--- config.mk ---
export PLATFORM = sky130hd
export DESIGN_NAME = ptoc_cfg_regs
export DESIGN_NICKNAME = d
export VERILOG_FILES = /design/src/design/ptoc_pkg.sv /design/src/design/ptoc_cfg_regs.sv
export SDC_FILE = /design/constraint.sdc
export NUM_CORES = 1
export LEC_CHECK = 0
export ABC_CLOCK_PERIOD_IN_PS = 2500
export BUFFER_PORTS_ARGS = -buffer_cell sky130_fd_sc_hd__buf_4
export CAP_MARGIN = 20
export CORE_ASPECT_RATIO = 1.1
export CORE_MARGIN = 4
export CORE_UTILIZATION = 53
export CTS_CLUSTER_DIAMETER = 50
export CTS_CLUSTER_SIZE = 20
export DETAILED_ROUTE_END_ITERATION = 8
export PLACE_DENSITY = 0.86
export SETUP_SLACK_MARGIN = 0.4
export SLEW_MARGIN = 20
export SYNTH_ARGS = -nofsm -noshare
export SYNTH_HDL_FRONTEND = slang
export SYNTH_SLANG_ARGS = --single-unit
--- constraint.sdc ---
create_clock -name clk -period 2.5 [get_ports clk]
set_input_delay 0.375 -clock clk [delete_from_list [all_inputs] [get_ports clk]]
set_output_delay 0.375 -clock clk [all_outputs]
set_load 0.005 [all_outputs]
--- src/design/ptoc_pkg.sv ---
// Shared types and constants for the pre-trade order check.
// Used by the channel interfaces, the configuration registers, the
// multiplier table and the top level. No dependencies.
`default_nettype none

package ptoc_pkg;

  localparam int NUM_INSTRUMENTS = 256;
  localparam int TABLE_AW        = $clog2(NUM_INSTRUMENTS);

  localparam int INSTR_W      = 8;
  localparam int PRICE_W      = 32;
  localparam int VOL_W        = 32;
  localparam int MULT_W       = 16;
  localparam int VCAP_W       = 31;
  localparam int DEV_W        = 16;
  localparam int NOTIONAL_W   = 63;
  localparam int CFG_INDEX_W  = 2;
  localparam int CFG_DATA_W   = 63;

  // Deviation test operands: |price - ref| scaled by 2^16 against dev * ref.
  localparam int DEV_SHIFT    = 16;
  localparam int DEVPROD_W    = DEV_W + PRICE_W;
  // price * volume, and its split for the multiplier product.
  localparam int PV_W         = PRICE_W + VCAP_W;
  localparam int PVLO_W       = 32;
  localparam int PVHI_W       = PV_W - PVLO_W;
  localparam int PLO_W        = PVLO_W + MULT_W;
  localparam int PHI_W        = PVHI_W + MULT_W;
  localparam int NOTPROD_W    = PV_W + MULT_W;

  localparam logic [MULT_W-1:0] MULT_ONE = MULT_W'(1);

  localparam logic CMD_CHECK    = 1'b0;
  localparam logic CMD_SET_MULT = 1'b1;

  typedef enum logic [CFG_INDEX_W-1:0] {
    CFG_HALTED,
    CFG_MAX_VOLUME,
    CFG_MAX_DEVIATION,
    CFG_MAX_NOTIONAL
  } cfg_index_t;

  typedef enum logic [2:0] {
    RSN_OK,
    RSN_HALTED,
    RSN_VOL_NONPOS,
    RSN_VOL_CAP,
    RSN_DEVIATION,
    RSN_NOTIONAL
  } reason_t;

  typedef struct packed {
    logic                  halted;
    logic [VCAP_W-1:0]     max_order_volume;
    logic [DEV_W-1:0]      max_price_deviation;
    logic [NOTIONAL_W-1:0] max_notional;
  } cfg_t;

  typedef struct packed {
    logic                en;
    logic [TABLE_AW-1:0] addr;
    logic [MULT_W-1:0]   data;
  } tbl_wr_t;

  typedef struct packed {
    logic                en;
    logic [TABLE_AW-1:0] addr;
  } tbl_rd_t;

endpackage

`default_nettype wire

--- src/design/ptoc_cfg_regs.sv ---
// Configuration registers of the pre-trade order check.
// Depends on ptoc_pkg for the register indexes and the cfg_t bundle.
`default_nettype none

module ptoc_cfg_regs import ptoc_pkg::*; (
  input  wire logic                   clk,
  input  wire logic                   rst,
  input  wire logic                   wr_en,
  input  wire logic [CFG_INDEX_W-1:0] index,
  input  wire logic [CFG_DATA_W-1:0]  wdata,
  output cfg_t                        cfg
);

  always_ff @(posedge clk) begin
    if (rst) begin
      cfg <= '0;
    end else if (wr_en) begin
      case (cfg_index_t'(index))
        CFG_HALTED:        cfg.halted              <= wdata[0];
        CFG_MAX_VOLUME:    cfg.max_order_volume    <= wdata[VCAP_W-1:0];
        CFG_MAX_DEVIATION: cfg.max_price_deviation <= wdata[DEV_W-1:0];
        CFG_MAX_NOTIONAL:  cfg.max_notional        <= wdata[NOTIONAL_W-1:0];
        default: ;
      endcase
    end
  end

endmodule

`default_nettype wire

Word level (Yosys, flattened, before mapping). Cells that the tools add are included.

Flip-flop bits (word level): 111. Logic and storage cells: 12. Output and inout port bits: 111.

Reduce and logical (&&, ||, !) cells: 5. Equal/unequal tests: 3.

Operator list (count): AND reduction 2 bit (4); == test 2 bit, second input constant (2); == test 2 x 1 -> 1 bit, second input constant (1); logical NOT 2 bit (1).

Logic depth before layout (Yosys ltp). Gate-level depths: netlist of the first run.

Word-level depth: 2. Gate-level depth with buffers: 4. Mapped depth without buffers: 2.

Worst setup path before layout of the first run. Ideal clock, no wire load.

Path kind: input-to-reg. From: input index[1]. To: register cfg[81] (netlist bit). Arrival: 1001 ps. Slack: 1427 ps. Path buffers: 2. Cell stages on the path: 4. Setup time: 72 ps. Cells stage by stage: and3b_1 buf_6 buf_6 mux2i_1.

Longest elaborated chain between the ends: 2.

Ends and longest elaborated chain: start, declared (line ptoc_cfg_regs.sv:9) `input wire logic [CFG_INDEX_W-1:0] index,`; == test 2 x 1 -> 1 bit (line ptoc_cfg_regs.sv:18) `case (cfg_index_t'(index))`; AND reduction 2 bit (no line); end, declared (line ptoc_cfg_regs.sv:11) `output cfg_t cfg`.

Every way passes these cells. A chain may end at the register's enable or synchronous reset.

Worst setup path after layout of the first run.
From: input wr_en. To: register cfg[15] (netlist bit).

Longest elaborated chain between the ends: 1.

Ends and longest elaborated chain: start, declared (line ptoc_cfg_regs.sv:8) `input wire logic wr_en,`; AND reduction 2 bit (no line).

Every way passes these cells.

==> out/metrics.yaml, run 1 <==
status:
  outcome: "complete, no violations"
synth:
  synth-seq-area-share: 0.477
  syn_nets: 502
  ys_ff_latch: 111
  ys.warnings.count: 0
  synth.distinct_cells: 12
  synthCells: 434
  syn-cell-area_mm2: 0.00466
  synth.avg_cell_area_um2: 10.7
worst_setup_path:
  crit_path_end_kind: "flop"
  critical_path_class: "in2reg"
  critPathLaunchType: "input port"
  ff2ff_path_depth: 2
  crit_cells: 3
  reg2reg_from: "cfg[16]"
  worstReg2RegEnd: "cfg[16]"
  critical-path-top-delay-family: "simple AND/OR/NAND/NOR gates"
  required_ps: 2760
  cp.buffers_inverters: 1
  worstPathCellList: "buf_4 > nand3_2 > mux2i_1"
  ff2ff_setup_slack_ps: 1850
  arrival_ps: 1530
  slowest_stage: "nand3_2"
  critical_path_peak_fanout: 22
  slowest_delay_ps: 640
drt:
  via_count: 3475
  drt-total-wl_um: 10800
  wl_per_cell_um: 15.2
  drc: 0
  avgViaCountPerCell: 4.89
  ant_nets: 0
  drtPass1Iterations: 4
  drt_iter0_markers: 85
clock_tree:
  clock-sinks: 111
  cts_resized: 0
  cts_hold_buf: 0
  clkTransAtPathRegs_ps: 100
  cts_root_buf: "clkbuf_8"
  htree_levels: 3
  cts_tree: "yes"
  cts_buffer_depth: 2
  clk_latency_ps: 340
  cts_made_buffers: 9
  cts_setup_buffers: 0
job:
  maxCapViolations: 0
timing:
  finalMaxSlewViolations: 0
  rsz0062_at_grt: "no"
  min_period_ps: 1270
  max_freq_ghz: 0.787
  fin_worst_skew_ps: 0
  setup_tns_ps: 0
  setup_slack_ps: 1230
  hold_viol_final: 0
  slew_headroom: 0.441
  period_share: 0.508
  finalSetupViolCount: 0
  tightest_slew_ps: 838
die:
  fp.dieH_um: 106
  num_rows: 35
  start_util: 0.548
  die_w_um: 97.4
  fp.dieArea_mm2: 0.0104
  ios: 179
  core-area_mm2: 0.00850
global_route:
  grt_pass1_vias: 3670
  grtUsageTotal: 0.209
  busiest_layer: "met2"
  use_met1: 0.245
  met2_usage: 0.349
  antenna_found_initial: 0
  met3_usage: 0.0728
  grt_pass1_wl_um: 17600
  overflow: 0
  grt_max_degree: 84
layout:
  num_antenna_cells: 0
  utilization: 0.727
  multi_input_area_mm2: 0.00225
  seq_area_mm2: 0.00222
  largest_reg_flops: 111
  nets: 664
  area_growth_pct: 32.7
  final_cell_mix: "181 x buf_4, 174 x nand2b_1, 111 x mux2i_1, 111 x dfxtp_1, 10 x clkbuf_8"
  nFillCells: 617
  drive_gt1_frac: 0.333
  layout_commonest_cell: "buf_4"
  largest-register: "cfg"
  reg_top3: "cfg x111"
worst_hold_path:
  min_path_cells: 3
  hp-class: "in2reg"
  hp-start: "wdata[32]"
  min_to: "cfg[32]"
place:
  portBuffers: 178
  place.gp.congestion: 0.765
  place_hpwl_um: 7890
  dp_slack_ps: 880
power_and_ir_drop:
  power_density_mw_per_mm2: 524
  power_mw: 3.24
  p_leak_nw: 2.86
  irDropWorstVdd_mv: 0.308
==> worst max path at each step <==
stage                     startpoint  endpoint
after floorplan             index[1]   cfg[81]
after global placement         wr_en    cfg[6]
after detailed placement       wr_en   cfg[15]
after CTS                      wr_en   cfg[15]
after global routing           wr_en   cfg[15]
final                          wr_en   cfg[15]
==> Yosys cell counts <==
library cell | number | area share
nand2b_1 | 174 | 0.23
dfxtp_1 | 111 | 0.48
mux2i_1 | 111 | 0.24
clkbuf_1 | 17 | 0.014
buf_6 | 8 | 0.019
buf_2 | 5 | 0.0054
buf_4 | 2 | 0.0032
nand3b_1 | 2 | 0.0032
and3_1 | 1 | 0.0013
and3b_1 | 1 | 0.0019
nand3_1 | 1 | 0.0011
nor3b_1 | 1 | 0.0016
==> report_power, final <==
part | internal, mW | leakage, nW | switching, mW
Combinational | 0.252 | 1.88 | 0.164
Clock | 0.385 | 0.0845 | 0.574
Sequential | 1.83 | 0.902 | 0.0359
==> final cells by class <==
| cell class | instances | share of cell area |
|---|---|---|
| multi-input cells | 291 | 0.364 |
| flip-flops and latches | 111 | 0.360 |
| repair buffers | 183 | 0.226 |
| well taps | 111 | 0.0225 |
| clock buffers | 10 | 0.0223 |
| clock inverters | 5 | 0.00547 |
==> stage by stage <==
stage	std cells	area, um2	hold WS (ps)
floorplan	434	4660	465
global placement	696	6010	458
global route	711	6180	261
detailed placement	696	6010	465
finish	711	6180	272
CTS	711	6180	252
==> worst register-to-register path, stage by stage, from the launching register on <==
cell and delay (ps):
dfxtp_1 360, nand2b_1 70, mux2i_1 150
==> layer usage <==
metal | wire, um | part of all wire | up-vias
met2 | 5160 | 0.48 | 130
met3 | 922 | 0.085 | 19
li1 | - | - | 1729
met5 | 0 | 0 | -
met1 | 4440 | 0.41 | 1597
met4 | 265 | 0.025 | 0
==> logic make-up after synthesis <==
family / share of synthesized area
multiplexers: 0.239
flip-flops: 0.477
buffers and inverters: 0.0416
AND/OR/NAND/NOR: 0.243
Note: power is estimated with default switching activity, not from simulation.
==> run 2, diff against run 1 <==
- ABC_CLOCK_PERIOD_IN_PS: 2500 -> 1300
- CORE_UTILIZATION: 53 -> 49
- PLACE_DENSITY: 0.86 -> 0.8
- clock period: 2.5 -> 1.3 ns (I/O delays scaled with it)
==> out/metrics.yaml, run 2 (same netlist as run 1, synthesis figures left out) <==
clock_tree:
  cts_made_buffers: 9
  cts_root_buf: "clkbuf_8"
  clkTransAtPathRegs_ps: 100
  clk_latency_ps: 360
  clock-sinks: 111
  cts_tree: "yes"
  cts_buffer_depth: 2
  htree_levels: 3
worst_setup_path:
  arrival_ps: 820
  ff2ff_setup_slack_ps: 500
  crit_path_end_kind: "primary output"
  critPathLaunchType: "flop"
  required_ps: 1110
  critical_path_peak_fanout: 2
  worstPathCellList: "buf_6"
  critical_path_class: "reg2out"
  slowest_stage: "dfxtp_2"
  slowest_delay_ps: 340
  critical-path-top-delay-family: "flip-flops"
  cp.buffers_inverters: 1
layout:
  largest_reg_flops: 111
  final_cell_mix: "174 x nand2b_1, 111 x mux2i_1, 111 x dfxtp_2, 111 x buf_6, 96 x buf_4"
  num_antenna_cells: 0
  layout_commonest_cell: "nand2b_1"
  area_growth_pct: 52.2
  drive_gt1_frac: 0.542
  reg_top3: "cfg x111"
  nets: 694
  design_area_mm2: 0.00709
  largest-register: "cfg"
die:
  core-area_mm2: 0.00931
  num_rows: 37
  start_util: 0.501
  fp.dieArea_mm2: 0.0111
  die_w_um: 101
  fp.dieH_um: 110
  ios: 179
power_and_ir_drop:
  power_mw: 7.03
  power_density_mw_per_mm2: 991
  irDropWorstVdd_mv: 0.664
  p_leak_nw: 3.21
drt:
  avgViaCountPerCell: 4.80
  ant_nets: 0
  via_count: 3594
  drc: 0
  wl_per_cell_um: 15.5
  drtPass1Iterations: 4
  drt_iter0_markers: 79
  drt-total-wl_um: 11600
timing:
  finalSetupViolCount: 0
  hold_viol_final: 0
  period_share: 0.784
  setup_slack_ps: 281
  setup_tns_ps: 0
  max_freq_ghz: 0.981
  slew_headroom: 0.780
  finalMaxSlewViolations: 0
  tightest_slew_ps: 330
  min_period_ps: 1020
  rsz0062_at_grt: "yes"
  fin_worst_skew_ps: 0
global_route:
  grt_pass1_vias: 3746
  grt_max_degree: 43
  grtUsageTotal: 0.205
  overflow: 0
  antenna_found_initial: 0
  grt_pass1_wl_um: 17900
worst_hold_path:
  hp-class: "in2reg"
job:
  maxCapViolations: 0
place:
  placed_area_mm2: 0.00613
  dp_slack_ps: 173
  place.gp.congestion: 0.775
  portBuffers: 178
  place_hpwl_um: 7950
status:
  outcome: "complete, no violations"
-- run 2: layout make-up --
class                      instances  area (um2)
clock buffer                      10         138
clock inverter                     6         108
fill                             625        2210
multi-input combinational        291        2250
sequential                       111        2360
tap                              117         146
timing repair buffer             213        2090
-- run 2: layer usage --
metal | up-vias | GRT usage | part of all wire
met5 | - | 0 | 0
met4 | 0 | 0.0883 | 0.019
met3 | 16 | 0.0680 | 0.087
met2 | 122 | 0.351 | 0.50
met1 | 1672 | 0.234 | 0.39
li1 | 1784 | - | -
-- run 2: repair_timing --
item                       CTS  global route
hold buffers                 0             0
setup endpoints to repair  111           111
setup buffers               12            10
gates resized for setup    222             0
-- run 2: path summary, 6_finish.rpt --
path / start / to / depth (start not counted)
setup / recovery: cfg[62] / cfg[62] / 1
hold / removal: wdata[62] / cfg[62] / 3
setup reg to reg: cfg[4] / cfg[4] / 4
hold reg to reg: cfg[47] / cfg[47] / 2
-- run 2: power by group --
group | switching, mW | internal (mW) | total, mW
Sequential | 0.0907 | 3.54 | 3.63
Clock | 1.13 | 1.33 | 2.46
Combinational | 0.331 | 0.605 | 0.936
Total | 1.55 | 5.47 | 7.03
-- run 2: through the flow --
stage	std cells	hold WS [ps]	utilization
global route	748	71.7	0.762
floorplan	434	350	-
global placement	710	458	0.658
detailed placement	710	461	0.658
CTS	738	54.7	0.754
finish	748	74.2	0.762
